## src/hdl/periodic_timer_table_macros.svh

```systemverilog
// Assertion macros for the periodic timer table.
// Included by the RTL files that carry checks; expects signals clock and reset.
`ifndef PERIODIC_TIMER_TABLE_MACROS_SVH
`define PERIODIC_TIMER_TABLE_MACROS_SVH

// Property checked on every rising clock edge outside of reset
`define PTT_ASSERT(name, prop, msg) \
   name: assert property (@(posedge clock) disable iff (reset) prop) \
      else $error(msg);

// Property checked on every rising clock edge, reset included
`define PTT_ASSERT_ALWAYS(name, prop, msg) \
   name: assert property (@(posedge clock) prop) \
      else $error(msg);

`endif

```

## src/hdl/ptt_pkg.sv

```systemverilog
// Shared constants, codes and types of the periodic timer table.
// No dependencies; used by the cell, the top level and the testbench.
`timescale 1ns / 1ps

package ptt_pkg;

   // Table size and index widths
   localparam int ENTRIES = 16;
   localparam int IDX_W   = (ENTRIES > 1) ? $clog2(ENTRIES) : 1;
   localparam int PTR_W   = $clog2(ENTRIES + 1);

   // Request opcodes
   localparam logic [1:0] OP_SET   = 2'd0;
   localparam logic [1:0] OP_KILL  = 2'd1;
   localparam logic [1:0] OP_TICK  = 2'd2;
   localparam logic [1:0] OP_CLEAR = 2'd3;

   // Response kinds
   localparam logic [1:0] KIND_OK    = 2'd0;
   localparam logic [1:0] KIND_FULL  = 2'd1;
   localparam logic [1:0] KIND_FIRED = 2'd2;

   // Commands broadcast to the cell chain
   localparam logic [2:0] CELL_HOLD   = 3'd0;
   localparam logic [2:0] CELL_UPDATE = 3'd1;
   localparam logic [2:0] CELL_INSERT = 3'd2;
   localparam logic [2:0] CELL_KILL   = 3'd3;
   localparam logic [2:0] CELL_CLEAR  = 3'd4;
   localparam logic [2:0] CELL_TICK   = 3'd5;
   localparam logic [2:0] CELL_SHIFT  = 3'd6;
   localparam logic [2:0] CELL_ACK    = 3'd7;

   // Contents of one table cell
   typedef struct packed {
      logic        valid;
      logic        killed;
      logic        fired;
      logic [31:0] id;
      logic [31:0] period;
      logic [31:0] stamp;
   } entry_type;

   localparam entry_type ENTRY_EMPTY = '0;

   // Broadcast control to every cell
   typedef struct packed {
      logic [2:0]  cmd;
      logic [31:0] event_id;
      logic [31:0] period;
      logic [31:0] now;
   } ctl_type;

   // Per-cell status back to the controller and the next cell
   typedef struct packed {
      logic hit;   // valid and id equals the broadcast id
      logic ins;   // free, or holds an id above the broadcast id
   } stat_type;

endpackage

```

## src/hdl/ptt_cell.sv

```systemverilog
// One cell of the timer chain: holds a single timer entry.
// Depends on ptt_pkg; trades entries with its left and right neighbors.
`timescale 1ns / 1ps

module ptt_cell (
   input  logic                clock,
   input  logic                reset,
   input  ptt_pkg::ctl_type    ctl,
   input  logic                left_ins,
   input  ptt_pkg::entry_type  left_entry,
   input  ptt_pkg::entry_type  right_entry,
   input  logic                sel,
   input  logic                at_or_after,
   output ptt_pkg::entry_type  entry,
   output ptt_pkg::stat_type   stat
);

   logic        valid_ff, valid_in;
   logic        killed_ff, killed_in;
   logic        fired_ff, fired_in;
   logic [31:0] id_ff, id_in;
   logic [31:0] period_ff, period_in;
   logic [31:0] stamp_ff, stamp_in;
   logic [31:0] elapsed;
   logic        due;

   assign entry = '{valid: valid_ff, killed: killed_ff, fired: fired_ff,
                    id: id_ff, period: period_ff, stamp: stamp_ff};

   // Match and ordering against the broadcast id
   assign stat.hit = valid_ff && (id_ff == ctl.event_id);
   assign stat.ins = !valid_ff || (id_ff > ctl.event_id);

   // Wrapping age of the entry
   assign elapsed = ctl.now - stamp_ff;
   assign due     = elapsed > period_ff;

   // Next entry contents
   always_comb begin
      valid_in  = valid_ff;
      killed_in = killed_ff;
      fired_in  = fired_ff;
      id_in     = id_ff;
      period_in = period_ff;
      stamp_in  = stamp_ff;
      case (ctl.cmd)
         ptt_pkg::CELL_UPDATE: begin
            if (stat.hit) begin
               period_in = ctl.period;
               stamp_in  = ctl.now;
               killed_in = 1'b0;
            end
         end
         ptt_pkg::CELL_INSERT: begin
            // cells from the insert point on move one place right
            if (stat.ins) begin
               if (left_ins) begin
                  valid_in  = left_entry.valid;
                  killed_in = left_entry.killed;
                  fired_in  = left_entry.fired;
                  id_in     = left_entry.id;
                  period_in = left_entry.period;
                  stamp_in  = left_entry.stamp;
               end else begin
                  valid_in  = 1'b1;
                  killed_in = 1'b0;
                  fired_in  = 1'b0;
                  id_in     = ctl.event_id;
                  period_in = ctl.period;
                  stamp_in  = ctl.now;
               end
            end
         end
         ptt_pkg::CELL_KILL: begin
            if (stat.hit) begin
               killed_in = 1'b1;
            end
         end
         ptt_pkg::CELL_CLEAR: begin
            valid_in  = 1'b0;
            killed_in = 1'b0;
            fired_in  = 1'b0;
         end
         ptt_pkg::CELL_TICK: begin
            // free killed timers, restamp and flag the expired ones
            if (valid_ff) begin
               if (killed_ff) begin
                  valid_in  = 1'b0;
                  killed_in = 1'b0;
               end else if (due) begin
                  stamp_in = ctl.now;
                  fired_in = 1'b1;
               end
            end
         end
         ptt_pkg::CELL_SHIFT: begin
            // close a gap: cells at and after the scan point pull from the right
            if (at_or_after) begin
               valid_in  = right_entry.valid;
               killed_in = right_entry.killed;
               fired_in  = right_entry.fired;
               id_in     = right_entry.id;
               period_in = right_entry.period;
               stamp_in  = right_entry.stamp;
            end
         end
         ptt_pkg::CELL_ACK: begin
            if (sel) begin
               fired_in = 1'b0;
            end
         end
         default: begin
         end
      endcase
   end

   // Flags
   always_ff @(posedge clock) begin
      if (reset) begin
         valid_ff  <= 1'b0;
         killed_ff <= 1'b0;
         fired_ff  <= 1'b0;
      end else begin
         valid_ff  <= valid_in;
         killed_ff <= killed_in;
         fired_ff  <= fired_in;
      end
   end

   // Timer payload
   always_ff @(posedge clock) begin
      id_ff     <= id_in;
      period_ff <= period_in;
      stamp_ff  <= stamp_in;
   end

endmodule

```

## config.mk

```make
export PLATFORM = sky130hd
export DESIGN_NAME = ptt_cell
export DESIGN_NICKNAME = d
export VERILOG_FILES = /design/src/hdl/periodic_timer_table_macros.svh /design/src/hdl/ptt_pkg.sv /design/src/hdl/ptt_cell.sv
export SDC_FILE = /design/constraint.sdc
export NUM_CORES = 1
export LEC_CHECK = 0
export BUFFER_PORTS_ARGS = -buffer_cell sky130_fd_sc_hd__buf_2
export CAP_MARGIN = 0
export CORE_AREA = 2 2 157 159
export DETAILED_ROUTE_END_ITERATION = 10
export DIE_AREA = 0 0 159 161
export GPL_TIMING_DRIVEN = 0
export PLACE_DENSITY = 0.68
export SYNTH_ARGS = -nofsm -noshare
export SYNTH_HDL_FRONTEND = slang
export SYNTH_SLANG_ARGS = --single-unit
```

## constraint.sdc

```tcl
create_clock -name clock -period 5.3 [get_ports clock]
set_input_delay 1.06 -clock clock [delete_from_list [all_inputs] [get_ports clock]]
set_output_delay 1.06 -clock clock [all_outputs]
set_load 0.02 [all_outputs]
```

==> flow_summary.ini, run 1 <==
[sta]
max_slew_margin_pct = 9.94
setup_tns_ps = 0
clock_skew_ps = 15.4
period_needed_ps = 5160
min_period_over_period_pct = 97.3
slew_violations = 0
tightest_slew_ps = 1350
setup_viol = 0
grt_setup_unrepaired = yes
hold_violations = 0
max_freq_mhz = 194

[die]
core_area_um2 = 24000
dieArea_um2 = 25600
rows = 57
initial_core_util_pct = 36.5
die_h_um = 161
die_x_um = 159
io_pins = 403

[critical_path]
start_kind = primary input
worstPathArrival_ps = 5230
crit_chain = buf_8 -> inv_4 -> ha_4 -> inv_2 -> fa_2 -> a211oi_2 -> nor2_2 -> o31a_1 -> a221o_2 -> buf_4 -> a21oi_2 -> o21ai_2 -> a31oi_1 -> xnor2_1 -> ha_1 -> nand4_1 -> nor2_2 -> and4_4 -> a221oi_4 -> a41oi_4 -> o211a_4 -> clkbuf_16
crit_buf_inv = 5
critPathRequiredTime_ps = 5380
critPathSlowestCell = a221o_2
crit_type = in2reg
endpoint_kind = flop
critPathMaxFanout = 7
slowest_delay_ps = 450
cp_common_cell = nor2_2
path_delay_family = compound AO/OA/AOI/OAI gates

[grt]
grt_pass1_wl_um = 53000
grt.total_usage_pct = 26.8
antenna_found_initial = 7
busiest_layer = met2
grt_max_degree = 33
grt_pass1_vias = 9624
use_met3_pct = 5.44
grtUsageMet1_pct = 30.4
met2_usage_pct = 50.3
overflow = 0

[final_layout]
area_growth_pct = 34.5
drive_gt1_share_pct = 30.9
mostFrequentLayoutCell = buf_2
final_cell_mix = 399 x buf_2, 131 x nand2_1, 114 x o21ai_0, 109 x a21oi_1, 100 x inv_1
nets = 1892
fill_cells = 2415
final_core_util_pct = 49.1

[route]
drtAntennaViolNets = 0
remaining_drc_errors = 0
via_count = 9836
via_per_inst = 5.38
drt_iter0_markers = 747
wl_per_cell_um = 19.8
drt_wl_total_um = 36300
dr.pass1.iters = 5

[place]
dp_hpwl_um = 28800
gp_congestion = 0.922
portBuffers = 400

[clocking]
root_buffer = clkbuf_16
hold_buffers = 0
clock_latency_ps = 360
clock_sinks = 99
cts_inserted_buffers = 9
clk_path_buf_depth = 2
cts_max_level = 3
cts_tree = done
clk_pin_slew_ps = 80

[yosys]
yosysWarningCount = 0
synth_xor_area_share_pct = 2.81
synth.distinct_cells = 59
synth_edf_count = 96
syn-cell-area_um2 = 8740
synth_top_family_by_area = compound AO/OA/AOI/OAI gates
syn_nets = 1468
yosys.area_share.simple_pct = 13.7
ys_ff_latch = 99
ys_seq_area_share_pct = 33.7
synth_adder_area_share_pct = 13.8
avgSynthCellArea_um2 = 8.17
synthArstFlopShare_pct = 0
ys.flop_type = edfxtp_1
synth_compound_area_share_pct = 25.0
syn-instance-count = 1070
synth.area.mux_share_pct = 3.91

[status]
status = finished, final reports clean

[pwr]
p_leak_nw = 5.59
powerDensity_nw_per_um2 = 213
total_power_mw = 2.50
max-vdd-ir-drop_mv = 0.118

[run]
max_cap_violations = 0

[min_path]
hold_class = reg2reg
repair_timing:
item | in CTS | in global routing
setup endpoints to repair | 32 | 33
gates cloned | 1 | 1
resized for setup | 8 | 20
pin swaps | 0 | 17
endpoints found under the hold margin | 0 | 0
buffers inserted | 4 | 6
synthesized netlist by cell type, types with 7 or more instances:
cell type / instances / area, um^2
buf_1: 13 / 48.8
mux2i_1: 33 / 330
o22ai_1: 66 / 413
nor2b_1: 7 / 43.8
nand4_1: 12 / 75.1
a31oi_1: 9 / 56.3
xor2_1: 9 / 78.8
a21o_1: 21 / 158
nor3_1: 13 / 65.1
a21oi_1: 109 / 546
edfxtp_1: 96 / 2880
ha_1: 95 / 1190
nand2_1: 131 / 492
xnor2_1: 19 / 166
clkbuf_1: 42 / 158
nor2_1: 90 / 338
inv_1: 102 / 383
o21ai_0: 116 / 581
logic make-up (layout without fill, tap and decap cells):
| logic type | Yosys count | after routing |
|---|---|---|
| flip-flops | 99 | 99 |
| buffers and inverters | 161 | 589 |
| AO/OA/AOI/OAI | 372 | 373 |
| XOR/XNOR | 28 | 28 |
| other | 0 | 5 |
| multiplexers | 34 | 34 |
| adder cells (fa/ha/maj) | 96 | 96 |
| AND/OR/NAND/NOR | 280 | 280 |
path summary, 6_finish.rpt:
path,start,endpoint,slack [ps],depth (start not counted)
hold / removal,fired_ff,fired_ff,560,2
setup / recovery,ctl[0],stamp_ff[10],140,22
hold reg to reg,fired_ff,fired_ff,560,2
setup reg to reg,stamp_ff[0],stamp_ff[10],570,20
layer usage:
metal	share of wire, %	vias to the layer above
li1	-	4729
met1	38	4540
met4	2.6	0
met5	0	-
met3	7.8	64
met2	51	503
power by group:
part	switching [mW]	total (mW)	internal [mW]
clock	0.346	0.674	0.328
sequential	0.0248	0.940	0.915
combinational	0.510	0.888	0.378
worst min-delay path, stage by stage, from the launching register on:
cell      delay [ps]
dfxtp_1          320
a31oi_1          140
a211oi_1          60
layout make-up:
type                       count  area, um^2  share of cell area (%)
timing repair buffer         412        2180                    18.5
sequential                    99        2940                    25.0
buffer                        58         229                    1.95
multi-input combinational    811        5320                    45.2
inverter                     103         389                    3.31
antenna                        5        12.5                   0.106
tap                          324         405                    3.45
clock inverter                 7        56.3                   0.479
clock buffer                   9         225                    1.92
registers in the layout, indices dropped and copies added, names as in the netlist:
register and flops:
id_ff 32, stamp_ff 32, fired_ff 1, period_ff 32, valid_ff 1, killed_ff 1
metrics by stage:
step,worst slack [ps],hold slack (ps),instances,instance area [um^2]
floorplan,89.8,513,1070,8740
global placement,-1950,531,1794,11100
detailed placement,-1090,538,1795,11200
CTS,12.9,553,1816,11600
global route,-20.1,641,1827,11800
finish,143,557,1828,11800
Note: power is estimated with default switching activity, not from simulation.
==> run 2: changes to the inputs <==
- CORE_AREA: 2 2 157 159 -> 2 2 156 158
- CTS_BUF_LIST: not set -> sky130_fd_sc_hd__clkbuf_2
- DIE_AREA: 0 0 159 161 -> 0 0 158 160
- SLEW_MARGIN: not set -> 20
==> run 2 against run 1 <==
Register-to-register slack lost 270 ps. Global-route usage shrank 0.21 points. Worst setup slack gained 78 ps. Largest cell class unchanged. Largest power group unchanged.
==> flow_summary.ini, run 2 (synthesized netlist as in run 1, its figures left out) <==
[sta]
max_slew_margin_pct = 31.8
setup_tns_ps = 0
period_needed_ps = 5080
grt_setup_unrepaired = no
slew_violations = 0
worst_slack_ps = 221
tightest_slew_ps = 1020
max_freq_mhz = 197
setup_viol = 0
clock_skew_ps = 66.4
hold_violations = 0
min_period_over_period_pct = 95.8

[route]
dr.pass1.iters = 5
drt_wl_total_um = 35500
top_layer = met4
via_count = 9771
via_per_inst = 5.37
wl_per_cell_um = 19.5
drt_iter0_markers = 693
dr_wl_met2_um = 18200
wl_met3_um = 2610
remaining_drc_errors = 0
drtAntennaViolNets = 0
met1Wirelength_um = 13700

[grt]
grt.total_usage_pct = 26.6
antenna_found_initial = 6
overflow = 0
grt_max_degree = 33
grt_pass1_wl_um = 50800
grt_pass1_vias = 9288

[pwr]
p_leak_nw = 5.43
switching_power_mw = 0.832
intPower_mw = 1.44
clock_power_share_pct = 20.6
power_switching_share_pct = 36.7
p_seq_share_pct = 41.6
max-vdd-ir-drop_mv = 0.0986
p_comb_share_pct = 37.8
powerDensity_nw_per_um2 = 199

[critical_path]
endpoint_kind = flop
critPathRequiredTime_ps = 5750
start_kind = primary input
worstPathArrival_ps = 5530
crit_type = in2reg
critPathMaxFanout = 13
reg2regPathDepth = 20

[final_layout]
largestRegisters = id_ff: 32 flops, period_ff: 32 flops, stamp_ff: 32 flops
mostFrequentLayoutCell = buf_2
fill_cells = 2457
nets = 1883
final_cell_mix = 400 x buf_2, 131 x nand2_1, 115 x o21ai_0, 109 x a21oi_1, 101 x inv_1
final_core_util_pct = 47.9
drive_gt1_share_pct = 29.7
stdcell_count = 1818
area_growth_pct = 30.5
register_area_um2 = 2940
multi_input_area_um2 = 5230

[clocking]
cts_inserted_buffers = 9
cts_max_level = 3
root_buffer = clkbuf_2
clk_pin_slew_ps = 330
cts_tree = done
clock_sinks = 99
hold_buffers = 0
clk_path_buf_depth = 2
clock_latency_ps = 660

[die]
initial_core_util_pct = 36.7
rows = 57
core_area_um2 = 23800
io_pins = 403
die_h_um = 160
dieArea_um2 = 25300
die_x_um = 158

[status]
status = finished, final reports clean

[run]
max_cap_violations = 0

[place]
gp_congestion = 0.932
post-place-ws_ps = -1030
dp.cells = 1795
portBuffers = 400
dp_hpwl_um = 28600

[min_path]
hold_class = reg2reg
hold_depth = 2
==> run 2: changes by cell type in the layout (fill, tap and decap cells not counted), sizes merged <==
| cell | before | now |
|---|---|---|
| bufinv | 0 | 2 |
| clkinvlp | 0 | 1 |
| diode | 5 | 4 |
| clkinv | 4 | 3 |
| buf | 427 | 419 |
| inv | 106 | 103 |
==> run 2: final timing paths <==
path / start / end / slack (ps)
max reg2reg: stamp_ff[0] / stamp_ff[14] / 300
min: fired_ff / fired_ff / 580
min reg2reg: fired_ff / fired_ff / 580
max: ctl[0] / stamp_ff[14] / 220
==> run 2: layout make-up <==
cell class                 count  area share, %
inverter                     103           3.39
sequential                    99           25.8
buffer                        58           2.01
multi-input combinational    811           45.9
tap                          324           3.56
clock inverter                 6          0.779
timing repair buffer         403           18.0
clock buffer                  10          0.439
antenna                        4         0.0878
==> run 2: timing repair <==
| action | in CTS | in global routing |
|---|---|---|
| pin swaps | 0 | 0 |
| setup buffers | 0 | 2 |
| resized for setup | 1 | 4 |
| endpoints found under the hold margin | 0 | 0 |
| setup endpoints to repair | 32 | 32 |
| cloned | 0 | 1 |
==> run 2: worst max-delay path, stage by stage <==
cell and delay (ps):
buf_2 120, inv_1 70, ha_1 160, inv_1 50, fa_1 440, a211oi_2 210, nor2_1 110, o31a_1 310
a221o_2 430, o21ai_0 170, nor2b_1 230, o21ai_0 120, xor2_1 160, ha_1 290, nand2_1 60, nor2_1 40
a2111oi_1 390, o21ai_0 180, a221oi_1 330, a41oi_2 130, o211a_4 270, buf_12 170
==> run 2: power by group through the flow <==
stage          Clock [mW]  Combinational (mW)  Sequential [mW]
6_report            0.467               0.858            0.943
5_1_grt             0.495               0.953            0.946
4_1_cts             0.480               0.846            0.943
3_5_place_dp            0               0.839            0.960
3_3_place_gp            0               0.818            0.962
2_1_floorplan           0               0.476            0.995
==> run 2: through the flow <==
stage | hold slack [ps] | total power [mW] | area [um^2]
2_1_floorplan | 513 | 1.47 | 8740
3_3_place_gp | 535 | 1.78 | 11100
3_5_place_dp | 547 | 1.80 | 11200
4_1_cts | 503 | 2.27 | 11300
5_1_grt | 553 | 2.39 | 11400
6_report | 578 | 2.27 | 11400
==> run 2: per-layer routing <==
metal | vias to the layer above | GRT usage, %
met5 | - | 0
met1 | 4532 | 29.9
li1 | 4702 | -
met2 | 476 | 49.7
met3 | 61 | 4.86
met4 | 0 | 9.21
==> run 3: changes to the inputs <==
- ABC_AREA: not set -> 1
- PLACE_DENSITY: 0.68 -> 0.72
==> run 3 against run 2 <==
Flip-flop and latch count unchanged. Core utilization is 3.1 points higher. Die area stayed put. Clock power shrank 13%. Final area increased by 6.5%. Worst setup slack improved by 590 ps. Sequential share of layout area shrank 1.6 points. Sequential power up 3.3%. Combinational power increased by 27%. Clock skew is 19 ps lower. Critical path depth rose by 5. Worst hold slack worse by 57 ps.
==> flow_summary.ini, run 3 <==
[pwr]
power_switching_share_pct = 40.4
max-vdd-ir-drop_mv = 0.106
intPower_mw = 1.47
p_leak_nw = 6.20
p_comb_share_pct = 44.1
powerDensity_nw_per_um2 = 203
switching_power_mw = 0.998
clock_power_share_pct = 16.5
total_power_mw = 2.47
p_seq_share_pct = 39.5

[die]
die_x_um = 158
rows = 57
initial_core_util_pct = 39.8
core_area_um2 = 23800
die_h_um = 160
dieArea_um2 = 25300
io_pins = 403

[sta]
slew_violations = 0
grt_setup_unrepaired = no
max_freq_mhz = 223
clock_skew_ps = 47.6
period_needed_ps = 4490
max_slew_margin_pct = 27.5
tightest_slew_ps = 1090
hold_violations = 0
whs_ps = 521
setup_viol = 0
min_period_over_period_pct = 84.7

[route]
met1Wirelength_um = 14000
dr.pass1.iters = 7
wl_met3_um = 2710
wl_per_cell_um = 17.2
via_per_inst = 5.06
drtAntennaViolNets = 0
drt_wl_total_um = 36000
dr_wl_met2_um = 18200
via_count = 10600
drt_iter0_markers = 681
remaining_drc_errors = 0
top_layer = met5

[clocking]
root_buffer = clkbuf_2
clk_path_buf_depth = 2
cts_max_level = 3
clk_pin_slew_ps = 310
cts_tree = done
clock_latency_ps = 620
hold_buffers = 0
postCtsResizedCells = 0
postCtsSetupRepairBufs = 0
clock_sinks = 99
cts_inserted_buffers = 9

[final_layout]
final_core_util_pct = 51.0
multi_input_area_um2 = 5480
mostFrequentLayoutCell = buf_2
register_area_um2 = 2940
design_area_um2 = 12100
final_cell_mix = 419 x buf_2, 396 x nand2_1, 219 x inv_1, 96 x edfxtp_1, 95 x ha_1
stdcell_count = 2092
largestRegisters = id_ff: 32 flops, period_ff: 32 flops, stamp_ff: 32 flops
fill_cells = 2502
nets = 2151
area_growth_pct = 28.0
drive_gt1_share_pct = 27.3

[yosys]
synth.distinct_cells = 49
syn-instance-count = 1338
ys_seq_area_share_pct = 31.0
yosysWarningCount = 0
avgSynthCellArea_um2 = 7.09
synth_area_leader_cell = edfxtp_1
syn_nets = 1736
synth.most_common_cell = nand2_1
synthArstFlopShare_pct = 0
ys_ff_latch = 99
ys.flop_type = edfxtp_1
synth.area.top_cells = edfxtp_1 30%, nand2_1 16%, ha_1 13%
syn-cell-area_um2 = 9480
netlist_top_cells_count = 396 x nand2_1, 219 x inv_1, 96 x edfxtp_1, 95 x ha_1, 94 x nor2_1
yosys.area.top_type_share_pct = 30.4
synth_edf_count = 96

[critical_path]
crit_type = in2reg
reg2regPathDepth = 21
critPathMaxFanout = 26
crit_buf_inv = 6
r2r-end = stamp_ff[23]
critPathSlowestCell = fa_1
slowest_delay_ps = 400
cp_common_cell = nand2_1
endpoint_kind = flop
worstPathArrival_ps = 4820
r2r_start = stamp_ff[22]
r2r_slack_ps = 1010
critPathRequiredTime_ps = 5630
start_kind = primary input
path_delay_family = simple AND/OR/NAND/NOR gates

[status]
status = finished, final reports clean

[min_path]
hold_path_startpoint = fired_ff
hold_class = reg2reg
whs_endpoint = fired_ff
hold_depth = 2

[grt]
grt_max_degree = 27
antenna_found_initial = 14
grt_pass1_wl_um = 55000
grt.total_usage_pct = 28.1
grt_pass1_vias = 10800
overflow = 0

[place]
dp_hpwl_um = 30300
placed_cell_area_um2 = 12000
dp.cells = 2066
portBuffers = 401
gp_congestion = 0.915

[run]
max_cap_violations = 0
## run 3: routing by layer
layer	vias up	global-route usage, %
met5	-	0
met4	10	10.4
met3	68	6.54
met2	436	51.3
met1	4818	31.4
li1	5256	-
## run 3: layout make-up
cell class / count / share of cell area [%]
antenna: 10 / 0.206
sequential: 99 / 24.2
buffer: 51 / 1.86
clock buffer: 10 / 0.412
timing repair buffer: 404 / 17.2
tap: 324 / 3.34
inverter: 230 / 7.11
multi-input combinational: 958 / 45.1
clock inverter: 6 / 0.526
## run 3: how the worst max path moves through the flow
stage                               to  slack (ps)   start  cells after the start
final                     stamp_ff[23]         810  ctl[0]                     27
after global routing       stamp_ff[8]         460  ctl[0]                     24
after CTS                 stamp_ff[16]         820  ctl[0]                     27
after detailed placement   stamp_ff[1]         100  ctl[0]                     24
after global placement     stamp_ff[0]        -770  ctl[0]                     26
after floorplan            stamp_ff[0]         450  ctl[0]                     25
## run 3: power groups by stage
stage / registers [mW] / logic, mW / clock network, mW
6_report: 0.974 / 1.09 / 0.407
3_5_place_dp: 0.992 / 1.08 / 0
4_1_cts: 0.974 / 1.09 / 0.416
2_1_floorplan: 1.04 / 0.627 / 0
5_1_grt: 0.979 / 1.22 / 0.438
3_3_place_gp: 0.994 / 1.05 / 0
## run 3: stage by stage
| stage | setup slack, ps | TNS (ps) |
|---|---|---|
| after floorplan | 454 | 0 |
| after global placement | -768 | -32200 |
| after detailed placement | 100 | 0 |
| after CTS | 815 | 0 |
| after global routing | 458 | 0 |
| final | 809 | 0 |
## run 3: cell families (layout without fill, tap and decap cells)
kind of cell / Yosys count / in the layout / share of synthesized area (%)
AO/OA/AOI/OAI: 281 / 281 / 18.6
buffers and inverters: 281 / 701 / 11.5
XOR/XNOR: 29 / 29 / 2.68
other: 0 / 10 / 0
AND/OR/NAND/NOR: 552 / 552 / 23.5
flip-flops: 99 / 99 / 31.0
adder cells (fa/ha/maj): 96 / 96 / 12.7
## run 3: worst reg2reg max path: cells and delay by family (launching register included)
| kind | cells | cell delay [ps] |
|---|---|---|
| and+or+nand+nor | 11 | 1530 |
| buffers and inverters | 3 | 400 |
| AOI/OAI and AO/OA | 4 | 770 |
| DFF | 1 | 440 |
| xor gates and xnor gates | 1 | 200 |
| adders and majority gates | 2 | 660 |
